==> src/rtl/bolla_pkg.sv <==
`default_nettype none

package bolla_pkg;

  // default sizing of the user table and feedback counters, and the default hold-off length in TTIs
  localparam int USERS_DEF      = 64;
  localparam int COUNT_BITS_DEF = 24;
  localparam int HOLD_TTIS_DEF  = 4;

  // fixed field widths
  localparam int USER_W      = 6;
  localparam int TTI_W       = 24;
  localparam int CNT_IN_W    = 24;
  localparam int TH_W        = 24;
  localparam int IV_W        = 14;
  localparam int ACK_STEP_W  = 21;
  localparam int NACK_STEP_W = 21;
  localparam int CFG_W       = 24;
  localparam int CFG_IDX_W   = 2;

  // second operand of the shared multiplier: a sign-extended ACK step, a zero-extended NACK step or a zero-extended tti
  localparam int MUL_BW = TTI_W + 1;

  // scaled step magnitude: quotient bits kept and the clip value (512 dB in Q16)
  localparam int                  QUOT_W  = 26;
  localparam logic [QUOT_W-1:0]   MAG_CAP = 26'h2000000;

  typedef enum logic [CFG_IDX_W-1:0] {
    CFG_UPDATE_INTERVAL   = 2'd0,
    CFG_ACK_STEP          = 2'd1,
    CFG_NACK_STEP         = 2'd2,
    CFG_INITIAL_THRESHOLD = 2'd3
  } cfg_idx_t;

  typedef enum logic {
    OP_UPDATE = 1'b0,
    OP_CLEAR  = 1'b1
  } opcode_t;

  typedef struct packed {
    opcode_t               opcode;
    logic [USER_W-1:0]     user;
    logic [TTI_W-1:0]      tti;
    logic                  user_known;
    logic [CNT_IN_W-1:0]   ack_total;
    logic [CNT_IN_W-1:0]   nack_total;
  } in_word_t;

  typedef struct packed {
    logic [USER_W-1:0]      user_out;
    logic signed [TH_W-1:0] threshold;
    logic                   adjusted;
    logic                   held_off;
    logic                   saturated;
  } out_word_t;

endpackage

`default_nettype wire

==> src/rtl/bolla_unit.sv <==
`default_nettype none

module bolla_unit
  import bolla_pkg::*;
#(
  parameter int MUL_AW = 25,
  parameter int DIV_W  = 25
) (
  input  logic signed [MUL_AW-1:0]        mul_a,
  input  logic signed [MUL_BW-1:0]        mul_b,
  output logic signed [MUL_AW+MUL_BW-1:0] mul_p,
  input  logic [DIV_W-1:0]                div_rem,
  input  logic                            div_bit,
  input  logic [DIV_W-1:0]                div_den,
  output logic [DIV_W-1:0]                div_rem_next,
  output logic                            div_q
);

  logic [DIV_W:0] trial;
  logic [DIV_W:0] den_x;
  logic [DIV_W:0] diff;

  // shared signed multiplier
  assign mul_p = mul_a * mul_b;

  // one restoring divide step: shift in a dividend bit, subtract if it fits
  assign trial        = {div_rem, div_bit};
  assign den_x        = {1'b0, div_den};
  assign diff         = trial - den_x;
  assign div_q        = (trial >= den_x);
  assign div_rem_next = div_q ? diff[DIV_W-1:0] : trial[DIV_W-1:0];

endmodule

`default_nettype wire
==> config.mk <==
export PLATFORM = sky130hd
export DESIGN_NAME = bolla_unit
export DESIGN_NICKNAME = d
export VERILOG_FILES = /design/src/rtl/bolla_pkg.sv /design/src/rtl/bolla_unit.sv
export SDC_FILE = /design/constraint.sdc
export NUM_CORES = 2
export LEC_CHECK = 0
export BUFFER_PORTS_ARGS = -buffer_cell sky130_fd_sc_hd__buf_2
export CAP_MARGIN = 20
export CORE_MARGIN = 3
export CORE_UTILIZATION = 40
export DETAILED_ROUTE_END_ITERATION = 16
export SYNTH_ARGS = -nofsm -noshare
export SYNTH_HDL_FRONTEND = slang
export SYNTH_SLANG_ARGS = --single-unit
==> constraint.sdc <==
create_clock -name vclk -period 18.1
set_input_delay 2.715 -clock vclk [all_inputs]
set_output_delay 2.715 -clock vclk [all_outputs]
set_load 0.005 [all_outputs]
# After elaboration in Yosys (flattened, before gate mapping)
# Cells that the tools add are included.
# op_classes
order_cmp	1
n_mux	1
add_sub_neg	1
n_mul	1
# ops
op	count
$mul A25 B25 Y50	1
$ge A26 B25 Y1	1
$mux W25	1
$sub A25 B25 Y25	1
# totals
wordCells	4
ff_bits	0
in_bits	101
output_inout_bits	76

# Logic depth before layout (Yosys ltp)
# depth
word_depth	2
depth_mapped	25
depth_no_buf	24

# Least setup slack after synthesis
# No wires, ideal clock.
# synth_path
path_kind	in2out
from	input mul_a[24]
to	output mul_p[49]
path_stages	22
t_arrival_ps	8815
path_buffers	2
t_required_ps	15385
slack_ps	6570
path_cell_list	clkbuf_1 -> nand2_1 -> inv_1 -> fa_1 -> fa_1 -> inv_1 -> fa_1 -> inv_1 -> fa_1 -> fa_1 -> fa_1 -> fa_1 -> ha_1 -> clkbuf_1 -> a21o_1 -> o21bai_1 -> a21oi_1 -> o21ai_0 -> a2bb2oi_1 -> nand3_1 -> o211a_1 -> a311o_1
# synth_between
elab_chain_len	1
# synth_rtl
item	line_no	text
start: declaration	bolla_unit.sv:9	input logic signed [MUL_AW-1:0] mul_a,
$mul A25 B25 Y50	bolla_unit.sv:24	assign mul_p = mul_a * mul_b;
end: declaration	bolla_unit.sv:11	output logic signed [MUL_AW+MUL_BW-1:0] mul_p,
# Every way passes these cells.

# Final worst setup path
# layout_path
from	input mul_b[1]
to	output mul_p[49]
# layout_between
elab_chain_len	1
# layout_rtl
item	line_no	text
start: declaration	bolla_unit.sv:10	input logic signed [MUL_BW-1:0] mul_b,
$mul A25 B25 Y50	bolla_unit.sv:24	
# Every way passes these cells.

==> flow_summary.yaml <==
run_status:
  outcome: "completed"
worst_setup_path:
  crit_top_cell: "fa_1"
  worst_setup_path_start_kind: "input port"
  slowest_stage: "fa_1"
  critical-path-max-stage-delay_ns: 1.09
  cp.arrival_ns: 9.91
  cp_max_fo: 25
  worstSetupEndpointType: "primary output"
  crit_chain: "buf_2, nand2_1, inv_1, fa_1, fa_1, fa_1, inv_1, fa_1, inv_1, fa_1, fa_1, ha_1, and3_1, nand3_1, o21ai_0, a2bb2oi_1, nand3_1, o211a_1, a311o_1, buf_2"
  critical_path_required_ns: 15.39
  crit_start: "mul_b[1]"
  crit_type: "in2out"
route:
  route.detailed.drc: 0
  wl_um: 67090
  routedWlPerCell_um: 18.95
  vias: 18600
  ant_nets: 0
  drtPass1Iterations: 6
  drt_iter0_drc: 1012
  viasPerCell: 5.252
finish:
  nClkBuffers: 0
  fin_nets: 3696
  regArea_sq_um: 0
  mostFrequentLayoutCells: "659 x fa_1, 650 x inv_1, 343 x nand2_1"
  final_common_cell: "fa_1"
  diodes: 0
  nFillCells: 6000
  layout-drive-gt1-share_pct: 7.117
  seq_cells: 0
  areaGrowthSynthToFinish_pct: 5.876
global_routing:
  overflow: 0
  first_global_vias: 20720
  grt_usage_pct: 21.53
  grt_max_degree: 48
  antenna_found_initial: 2
  grt_pass1_wl_um: 108200
floorplan:
  coreArea_sq_um: 59690
  rows: 89
  fp.dieW_um: 253.1
  fp.dieArea_sq_um: 64060
  io_pins: 177
  initial_utilization_pct: 40.92
  die_y_um: 253.1
sta:
  final_max_slew_viol_count: 0
  fin_crit_sh_pct: 69.74
  maxClockFrequency_ghz: 0.07922
  setup_slack_ns: 5.476
  slew_headroom_pct: 40.26
  setup_tns_ns: 0
  worstMarginPinSlew_ns: 0.8951
  period_needed_ns: 12.62
  finalSetupViolCount: 0
  hold_viol: 0
  rsz0062_at_grt: "false"
logic_synthesis:
  syn_inst: 2702
  ys_types: 69
  syn_area_per_cell_sq_um: 9.039
  yosysSeqAreaShare_pct: 0
  yosysWarnings: 0
  synth_nets: 3628
  netlist_area_sq_um: 24420
clock_tree:
  postCtsSetupRepairBufs: 0
  cts_resized: 0
  hold_buffers: 0
placed_design:
  port_buffers: 177
  dp_slack_ns: 5.569
  gp_congestion: 0.8942
  dp_hpwl_um: 56410
worst_hold_path:
  hold_path_class: "in2out"
  worstHoldStart: "div_bit"
job:
  cap_viol_max_count: 0
-- cells by family after synthesis --
logic type      after synthesis  synth area share [%]
compound gates              233                 6.496
xor+xnor                     70                 2.510
fa+ha+maj                   825                 62.52
buf+inv                     764                 11.84
mux                           4                0.1844
simple gates                806                 16.44
-- critical path, delay by kind of cell --
family | cells | cell delay, ns
AND/OR/NAND/NOR | 4 | 0.76
buffers and inverters | 5 | 1.16
adder cells (fa/ha/maj) | 7 | 4.16
AO/OA/AOI/OAI | 4 | 1.09
-- layout make-up --
| cell class | instances | area [sq um] | area share [%] |
|---|---|---|---|
| Inverter | 652 | 2447 | 9.464 |
| Timing Repair Buffer | 178 | 913.4 | 3.532 |
| Multi-Input combinational cell | 1938 | 21530 | 83.26 |
| Tap cell | 773 | 967.2 | 3.740 |
-- cells in the mapped netlist (5+ instances only) --
| cell | n | area share (%) |
|---|---|---|
| a211oi_1 | 13 | 0.40 |
| a21o_1 | 31 | 0.95 |
| a21oi_1 | 58 | 1.2 |
| a31oi_1 | 6 | 0.15 |
| and2_1 | 314 | 8.0 |
| and3_1 | 9 | 0.23 |
| clkbuf_1 | 104 | 1.6 |
| fa_1 | 659 | 54 |
| ha_1 | 166 | 8.5 |
| inv_1 | 650 | 10 |
| nand2_1 | 343 | 5.3 |
| nand2b_1 | 18 | 0.46 |
| nand3_1 | 17 | 0.35 |
| nand4_1 | 10 | 0.26 |
| nor2_1 | 58 | 0.89 |
| nor2b_1 | 5 | 0.13 |
| nor3_1 | 17 | 0.35 |
| o21a_1 | 8 | 0.25 |
| o21ai_0 | 38 | 0.78 |
| o21ai_1 | 21 | 0.43 |
| o21bai_1 | 7 | 0.22 |
| o31ai_1 | 6 | 0.18 |
| xnor2_1 | 51 | 1.8 |
| xor2_1 | 19 | 0.68 |
-- final timing paths --
kind / slack, ns / endpoint / depth (start not counted)
setup / recovery: 5.48 / mul_p[49] / 20
hold / removal: 5.72 / div_rem_next[0] / 4
-- through the flow --
stage,hold slack (ns),instance area [sq um],cells,utilization (%)
floorplan,5.524,24420,2702,-
global placement,5.722,25830,3540,43.28
detailed placement,5.728,25830,3540,43.28
CTS,5.728,25830,3540,43.28
global route,5.755,25860,3541,43.32
finish,5.724,25860,3541,43.32
-- per-layer routing --
metal	vias to the layer above	part of all wire [%]	global-route usage, %
li1	8074	-	-
met2	623	55	41.16
met4	2	5.6	9.903
met3	182	4.3	1.048
met1	9715	35	24.70
met5	-	0.019	0
Power is left out: the tool's default activity adds up to more than one toggle a clock period on the data nets, which glitch-free logic cannot reach.
