`config.mk`:
```
export PLATFORM = sky130hd
export DESIGN_NAME = bolla_ram
export DESIGN_NICKNAME = d
export VERILOG_FILES = /design/src/rtl/bolla_ram.sv
export SDC_FILE = /design/constraint.sdc
export NUM_CORES = 1
export LEC_CHECK = 0
export ABC_AREA = 1
export BUFFER_PORTS_ARGS = -buffer_cell sky130_fd_sc_hd__buf_4
export CAP_MARGIN = 20
export CORE_ASPECT_RATIO = 1.25
export CORE_UTILIZATION = 60
export CTS_CLUSTER_SIZE = 16
export DETAILED_ROUTE_END_ITERATION = 8
export PLACE_DENSITY_LB_ADDON = 0.25
export SLEW_MARGIN = 0
export SYNTH_ARGS = -nofsm -noshare
export SYNTH_HDL_FRONTEND = slang
export SYNTH_SLANG_ARGS = --single-unit
```
`constraint.sdc`:
```
create_clock -name clk -period 2.7 [get_ports clk]
set_input_delay 0.54 -clock clk [delete_from_list [all_inputs] [get_ports clk]]
set_output_delay 0.54 -clock clk [all_outputs]
set_load 0.05 [all_outputs]
```
`src/rtl/bolla_ram.sv`:
```
`default_nettype none

module bolla_ram #(
  parameter int WIDTH = 8,
  parameter int DEPTH = 64,
  localparam int ADDR_W = (DEPTH > 1) ? $clog2(DEPTH) : 1
) (
  input  logic              clk,
  input  logic              wr_en,
  input  logic [ADDR_W-1:0] wr_addr,
  input  logic [WIDTH-1:0]  wr_data,
  input  logic              rd_en,
  input  logic [ADDR_W-1:0] rd_addr,
  output logic [WIDTH-1:0]  rd_data
);

  logic [WIDTH-1:0] mem [DEPTH];

  // one write port, one registered read port
  always_ff @(posedge clk) begin
    if (wr_en) begin
      mem[wr_addr] <= wr_data;
    end
    if (rd_en) begin
      rd_data <= mem[rd_addr];
    end
  end

endmodule

`default_nettype wire

```
; ---- Word-level counts from Yosys, hierarchy flattened
; Memories as Yosys holds them, arrays and structs flattened. A register that Yosys moved wholly into a read port is not among the register bits.
; Cells that the tools add are included.
[totals]
output_inout_bits = 8
mem_count = 1
in_bits = 23
rom_bits = 0
word_cells = 3
ff_bits = 0
latch_bits = 0
ramBits = 512
[classes]
shifts = 0
addsub = 0
bitwise = 0
n_div = 0
eq_ne = 0
reduce_logical = 0
n_mux = 2
multipliers = 0
n_lt_le_gt_ge = 0
[mem_list]
columns = memory, words, width, read_ports, rd_clocked_by_memory_dff, wr, line_no
row1 = mem, 64, 8, 1, 1, 1, 17  ; logic [WIDTH-1:0] mem [DEPTH];
[ops]
columns = operator, n
row1 = $mux 1, 2

; ---- Logic depth before layout (Yosys ltp)
; Gate-level depths: netlist of the first run.
[depth]
word_depth = 2
mapped_depth = 12
mapped_depth_nobuf = 9

; ---- Least setup slack after synthesis of the first run
; OpenSTA, ideal clock, no wires.
[synth_path]
kind = input-to-reg
startpoint = in wr_en
endpoint = mem mem[48][0], enable pin
setup_time_ns = 0.395
path_slack_ns = 0.394
cell_stages = 3
required_ns = 2.305
n_path_buf = 1
t_arrival_ns = 1.911
path_cell_list = clkbuf_1 > nand4_1 > nor4_1
[synth_between]
elab_chain_len = 2
[synth_lines]
columns = item, line_no
row1 = "start, declared", 9  ; input logic wr_en,
row2 = $mux 1, 21  ; if (wr_en) begin
row3 = $mux 1 (implied by the code), 22  ; mem[wr_addr] <= wr_data;
row4 = "end, declared", 17
; Every way passes these cells.

==> results of run 1 <==
## sequential cells by signal, summed over array words and instances, names as in the netlist
name     cells
rd_data      8
mem        512
## cell type report
class	instances	area, sq um	share of cell area
clock buffer	54	1240	0.0521
clock inverter	32	284	0.0119
inverter	12	52.6	0.00220
sequential	520	15600	0.653
multi-input combinational	1160	4950	0.207
timing repair buffer	135	1180	0.0493
tap	474	593	0.0248
## cells by family after synthesis
family | after synthesis | share of synthesized area
DFF | 520 | 0.729
buffers and inverters | 125 | 0.0401
and+or+nand+nor | 1160 | 0.231
## final timing paths
kind	from	end	slack (ns)	depth (start not counted)
setup / recovery	rd_addr[0]	rd_data[1]	0.81	11
hold / removal	rd_en	rd_data[7]	0.32	1
setup reg to reg	mem[35][3]	rd_data[3]	1.14	8
hold reg to reg	mem[56][0]	rd_data[0]	0.90	8
## through the flow
stage / util / total power (uW) / area [sq um] / hold slack [ns] / std cells
after floorplan: - / 9810 / 21400 / 0.639 / 1805
after global placement: 0.635 / 10200 / 22400 / 0.871 / 2301
after detailed placement: 0.635 / 10200 / 22400 / 0.883 / 2301
after CTS: 0.678 / 16800 / 23900 / 0.300 / 2387
after global routing: 0.678 / 17100 / 23900 / 0.306 / 2387
final: 0.678 / 16700 / 23900 / 0.324 / 2387
## report_power, final
group	switching (uW)	total [uW]	internal, uW
registers	30.8	8980	8950
clock network	2850	6640	3780
logic	816	1110	290
## per-layer routing
metal,track usage,part of all wire,vias up
met4,0.163,0.052,0
met1,0.378,0.37,6788
met5,0,0,-
li1,-,-,6500
met3,0.0460,0.080,156
met2,0.500,0.50,670
## cells in the mapped netlist (all sizes together)
cell type  count
inv           12
nand4          9
nand2        648
nor2          56
edfxtp       520
nand3        439
clkbuf        15
nor4           8
buf           98
==> results.md, run 1 <==
- Die width: 171 microns
- CP Capture Type: register
- Initial Utilization: 0.607
- DR iter-0 viols: 1,663
- Routed vias: 14,100
- Cell area power density: 699 nW/um^2
- Num rows: 77
- Critical path data arrival time: 2.33 ns
- CTS root buffer: clkbuf_16
- Core ar.: 35,300 sq um
- Post-synth net total: 1,828
- Total die area: 36,500 sq um
- CP Cell Sequence: buf_6 -> buf_12 -> buf_4 -> nand2_1 -> nand3_1 -> nand3_1 -> nand2_1 -> nand2_1 -> nand3_1 -> nand3_1 -> nand2_1
- Avg Inst Size Synth: 11.9 sq um
- Min cycle time layout: 1.89 ns
- First-pass GRT wire length: 79,900 microns
- Drt total wl: 52,400 microns
- Final setup fails: 0
- Area grow syn2layout: 11.7%
- Final setup margin: 0.810 ns
- Synth area leader: edfxtp_1
- Fill cell count: 2,601
- Routed WL per cell: 22.0 microns
- Clock sinks: 520
- Port bufs: 30
- P_leak: 0.00876 uW
- Most frequent cells in the layout: nand2_1, edfxtp_1, nand3_1
- Worst skew pair latency: 0.58 ns
- Gate Count Post-Synth: 1,805
- WP buf/inv: 3
- Routability-driven placement congestion ratio: 0.883
- Vias in the first global route: 14,000
- H-tree depth: 2
- Worst slack, placed: 0.254 ns
- Sequential area share after synthesis: 0.729
- Post-CTS resize count: 0
- Nets@finish: 1,900
- WS Path Type: input pin to register
- Crit path max fanout: 44
- Pre-antenna DRT Iters: 5
- Synth unique cells: 15
- Dominant cells by area after synthesis: edfxtp_1, nand2_1, nand3_1
- Crit-path slowest cell: buf_4
- Mapped Area: 21,400 sq um
- # hold bufs at CTS: 0
- Total grt overflow: 0
- CTS tree: done
- VDD IR max: 0.571 mV
- Peak Freq: 529 MHz
- Final clock period utilization by the worst path: 0.700
- Post-route setup TNS: 0 ns
- Final Hold Vio Count: 0
- Share of the synthesized area in the top cell type: 0.729
- Routed vias/inst: 5.91
- Maximum clock path buffer count: 3
- Max cap viols: 0
- Critical path required time: 3.14 ns
- Layout cells sized above 1: 0.106
- Largest net degree at the start of global routing: 65
- Detailed placer's ending HPWL: 30,900 microns
- Ant diodes: 0
- GRT Total Usage: 0.300
- Post-CTS Setup Inserts: 0
- Startpoint types: input pin
- Worst min-delay path class: input pin to register
- Ys Warns: 0
- Status: finished clean
- Worst slew margin relative to its limit: 0.430
- # IOs: 31
- Die Height: 213 microns
- Most common cell after layout, fill and taps aside: nand2_1
- Worst-Margin Slew: 0.855 ns
- Final Max Slew Viols: 0
- CTS Buf Count: 48
- RSZ-0062 raised after global routing: no
- Initial antenna violation count: 0
- Top Family by Delay on Critical Path: simple AND/OR/NAND/NOR gates
- Routed Antenna Nets: 0
- Synth Register Bits: 520
- Clk pin slew, worst setup/hold paths: 0.06 ns
- Max stage delay on crit path: 0.37 ns
- Clock skew: 0.0193 ns
- DR DRC count: 0
No activity file was read; power rests on OpenSTA's default activity.
==> run 2: changes to the inputs <==
- ABC_AREA: 1 -> 0
- clock period: 2.7 -> 1.9 ns (I/O delays scaled with it)
==> run 2 against run 1 <==
  * The run now ends with design-rule violations, negative setup slack left
  * Critical path depth shrank 6
  * Register-to-register slack got worse by 1.2 ns
  * Sequential power grew 43%
==> results.md, run 2 <==
- FF-to-FF setup slack: -0.11 ns
- Critical path required time: 2.21 ns
- Seq. cell area: 15,600 sq um
- Final setup margin: -0.108 ns
- Synth area leader: edfxtp_1
- Most instantiated cells after synthesis: edfxtp_1, mux4_2, nor2_1
- Worst skew pair latency: 0.57 ns
- Crit path max fanout: 1
- Switching power summed over all nets: 4820 uW
- Ys Warns: 0
- Fin area: 23,700 sq um
- Hold slack final: 0.147 ns
- Post-route setup TNS: -0.483 ns
- Fill cell count: 1,874
- Comb pwr share: 0.062
- RSZ-0062 raised after global routing: yes
- GRT Total Usage: 0.267
- Clk pin slew, worst setup/hold paths: 0.06 ns
- Startpoint types: register
- WP buf/inv: 0
- Ys async rst share: 0
- Cell area power density: 982 nW/um^2
- Worst slack, placed: -0.735 ns
- Leading register cell type out of synthesis: edfxtp_1
- DR DRC count: 8
- Clock skew: 0.0195 ns
- Largest net degree at the start of global routing: 65
- Max cap viols: 0
- Failing checks: design-rule violations, negative setup slack
- Most frequent cells in the layout: edfxtp_1, buf_4, mux4_2
- Min cycle time layout: 2.01 ns
- RR Startpoint: mem[11][2]
- Top-count cell post-synth: edfxtp_1
- Hold worst-path end: rd_data[5]
- CP Capture Type: register
- Port bufs: 30
- Initial antenna violation count: 1
- Critical path data arrival time: 2.32 ns
- Reg power frac: 0.547
- Switching Fraction: 0.207
- Routed vias: 10,200
- Routability-driven placement congestion ratio: 0.876
- Flip-flop count of the largest register after layout: 512
- Total die area: 34,500 sq um
- CTS tree: done
- Most common cell after layout, fill and taps aside: edfxtp_1
- Area grow syn2layout: 17.2%
- Nets@finish: 1,157
- Core ar.: 33,000 sq um
- P_leak: 0.00777 uW
- R2r worst-path depth: 5
- Share of the synthesized area in the top cell type: 0.771
- Layout cells sized above 1: 0.357
- PnR Total Power: 23,300 uW
- EDFF count, synth: 520
- Sequential area share after synthesis: 0.771
- Pre-antenna DRT Iters: 7
- CTS Buf Count: 48
- VDD IR max: 0.951 mV
- Final Hold Vio Count: 0
- Worst slew margin relative to its limit: 0.527
- Die Height: 207 microns
- Most used cell, CP: mux4_2
- Final Max Slew Viols: 0
- Peak Freq: 498 MHz
- First-pass GRT wire length: 66,200 microns
- R2r endpoint: rd_data[2]
- Status: finished, violations left
- Top Family by Delay on Critical Path: multiplexers
- Crit-path slowest cell: mux4_2
- Worst-Margin Slew: 0.709 ns
- Multi-input logic area: 4460 sq um
- # IOs: 31
- Clock sinks: 520
- WS Path Type: register to register
- Final clock period utilization by the worst path: 1.06
- Largest registers: mem x512, rd_data x8
- Post-DP Area: 22,100 sq um
- Final setup fails: 6
- Max stage delay on crit path: 0.53 ns
- Total grt overflow: 0
- Dominant cells by area after synthesis: edfxtp_1, mux4_2, nor2_1
- Clk pwr share: 0.391
- Gate Count Post-Synth: 940
- Mapped Area: 20,200 sq um
- Cell Int Power: 18,500 uW
- Post-CTS Setup Inserts: 0
- Worst min-delay path class: input pin to register
- Routed vias/inst: 6.43
- DR iter-0 viols: 1,210
- Post-synth net total: 963
- CP Cell Sequence: mux4_2 -> mux4_2 -> nor2_4 -> nor3_2 -> o2bb2ai_2
- Hold Crit Start: rd_en
- Detailed placer's ending HPWL: 28,900 microns
- Drt total wl: 44,700 microns
- Avg Inst Size Synth: 21.5 sq um
- Die width: 166 microns
- CTS root buffer: clkbuf_16
- Synth unique cells: 39
- Most flops, register: mem
- Synth Register Bits: 520
- Initial Utilization: 0.614
- Maximum clock path buffer count: 3
- Hold path depth: 1
- H-tree depth: 2
- Routed WL per cell: 28.1 microns
- Vias in the first global route: 10,500
- Num rows: 74
- Routed Antenna Nets: 0
==> run 2: changes by cell type in the layout (fill, tap and decap cells not counted), moves of 23 or more <==
cell	delta
nand2_1	-629
mux2i_1	+23
buf_4	+57
mux4_2	+126
nor2_1	+24
nand3_1	-426
==> run 2: what timing repair did <==
item / CTS / global route
pin swaps: 2 / 1
setup endpoints to repair: 7 / 8
hold buffers: 0 / 0
gates resized for setup: 17 / 13
endpoints found under the hold margin: 0 / 0
==> run 2: worst max path at each step <==
stage          startpoint          to  slack, ns  cells past startpoint
6_report       mem[11][2]  rd_data[2]      -0.11                      5
5_1_grt        mem[29][6]  rd_data[6]      -0.13                      6
4_1_cts        mem[11][2]  rd_data[2]      -0.09                      5
3_5_place_dp   rd_addr[0]  rd_data[4]      -0.73                      8
3_3_place_gp   rd_addr[0]  rd_data[4]      -0.69                      8
2_1_floorplan  rd_addr[0]  rd_data[7]      -0.17                      7
==> run 2: cells by family after synthesis <==
logic type,synth area share
and+or+nand+nor,0.0337
DFF,0.771
AOI/OAI and AO/OA,0.0206
muxes,0.159
buffers and inverters,0.0156
==> run 2: layout make-up <==
cell class / instances / area share
clock buffers: 62 / 0.0537
repair buffers: 195 / 0.0700
well taps: 418 / 0.0220
multi-input cells: 369 / 0.188
diodes: 1 / 0.000105
flip-flops and latches: 520 / 0.658
clock inverters: 23 / 0.00838
==> run 2: metrics by stage <==
stage	utilization	instances
floorplan	-	940
global placement	0.671	1503
detailed placement	0.671	1503
CTS	0.718	1587
global route	0.720	1587
finish	0.720	1588
==> run 2: worst register-to-register path, delay by kind of cell, from the launching register on <==
| kind | cells | cell delay, ns |
|---|---|---|
| mux | 2 | 1.06 |
| simple gates | 2 | 0.21 |
| flops | 1 | 0.37 |
| compound gates | 1 | 0.13 |
==> run 2: per-layer routing <==
metal / track usage / vias to the layer above / part of all wire
met4: 0.0884 / 0 / 0.032
li1: - / 4318 / -
met3: 0.0397 / 99 / 0.081
met2: 0.447 / 497 / 0.51
met5: 0 / - / 0
met1: 0.368 / 5298 / 0.38
==> run 2: power groups by stage <==
stage	clock network, uW	logic (uW)	registers (uW)
finish	9110	1440	12800
global route	9610	1520	12800
CTS	9200	1410	12800
detailed placement	0	1380	13000
global placement	0	1350	13000
floorplan	0	686	13000
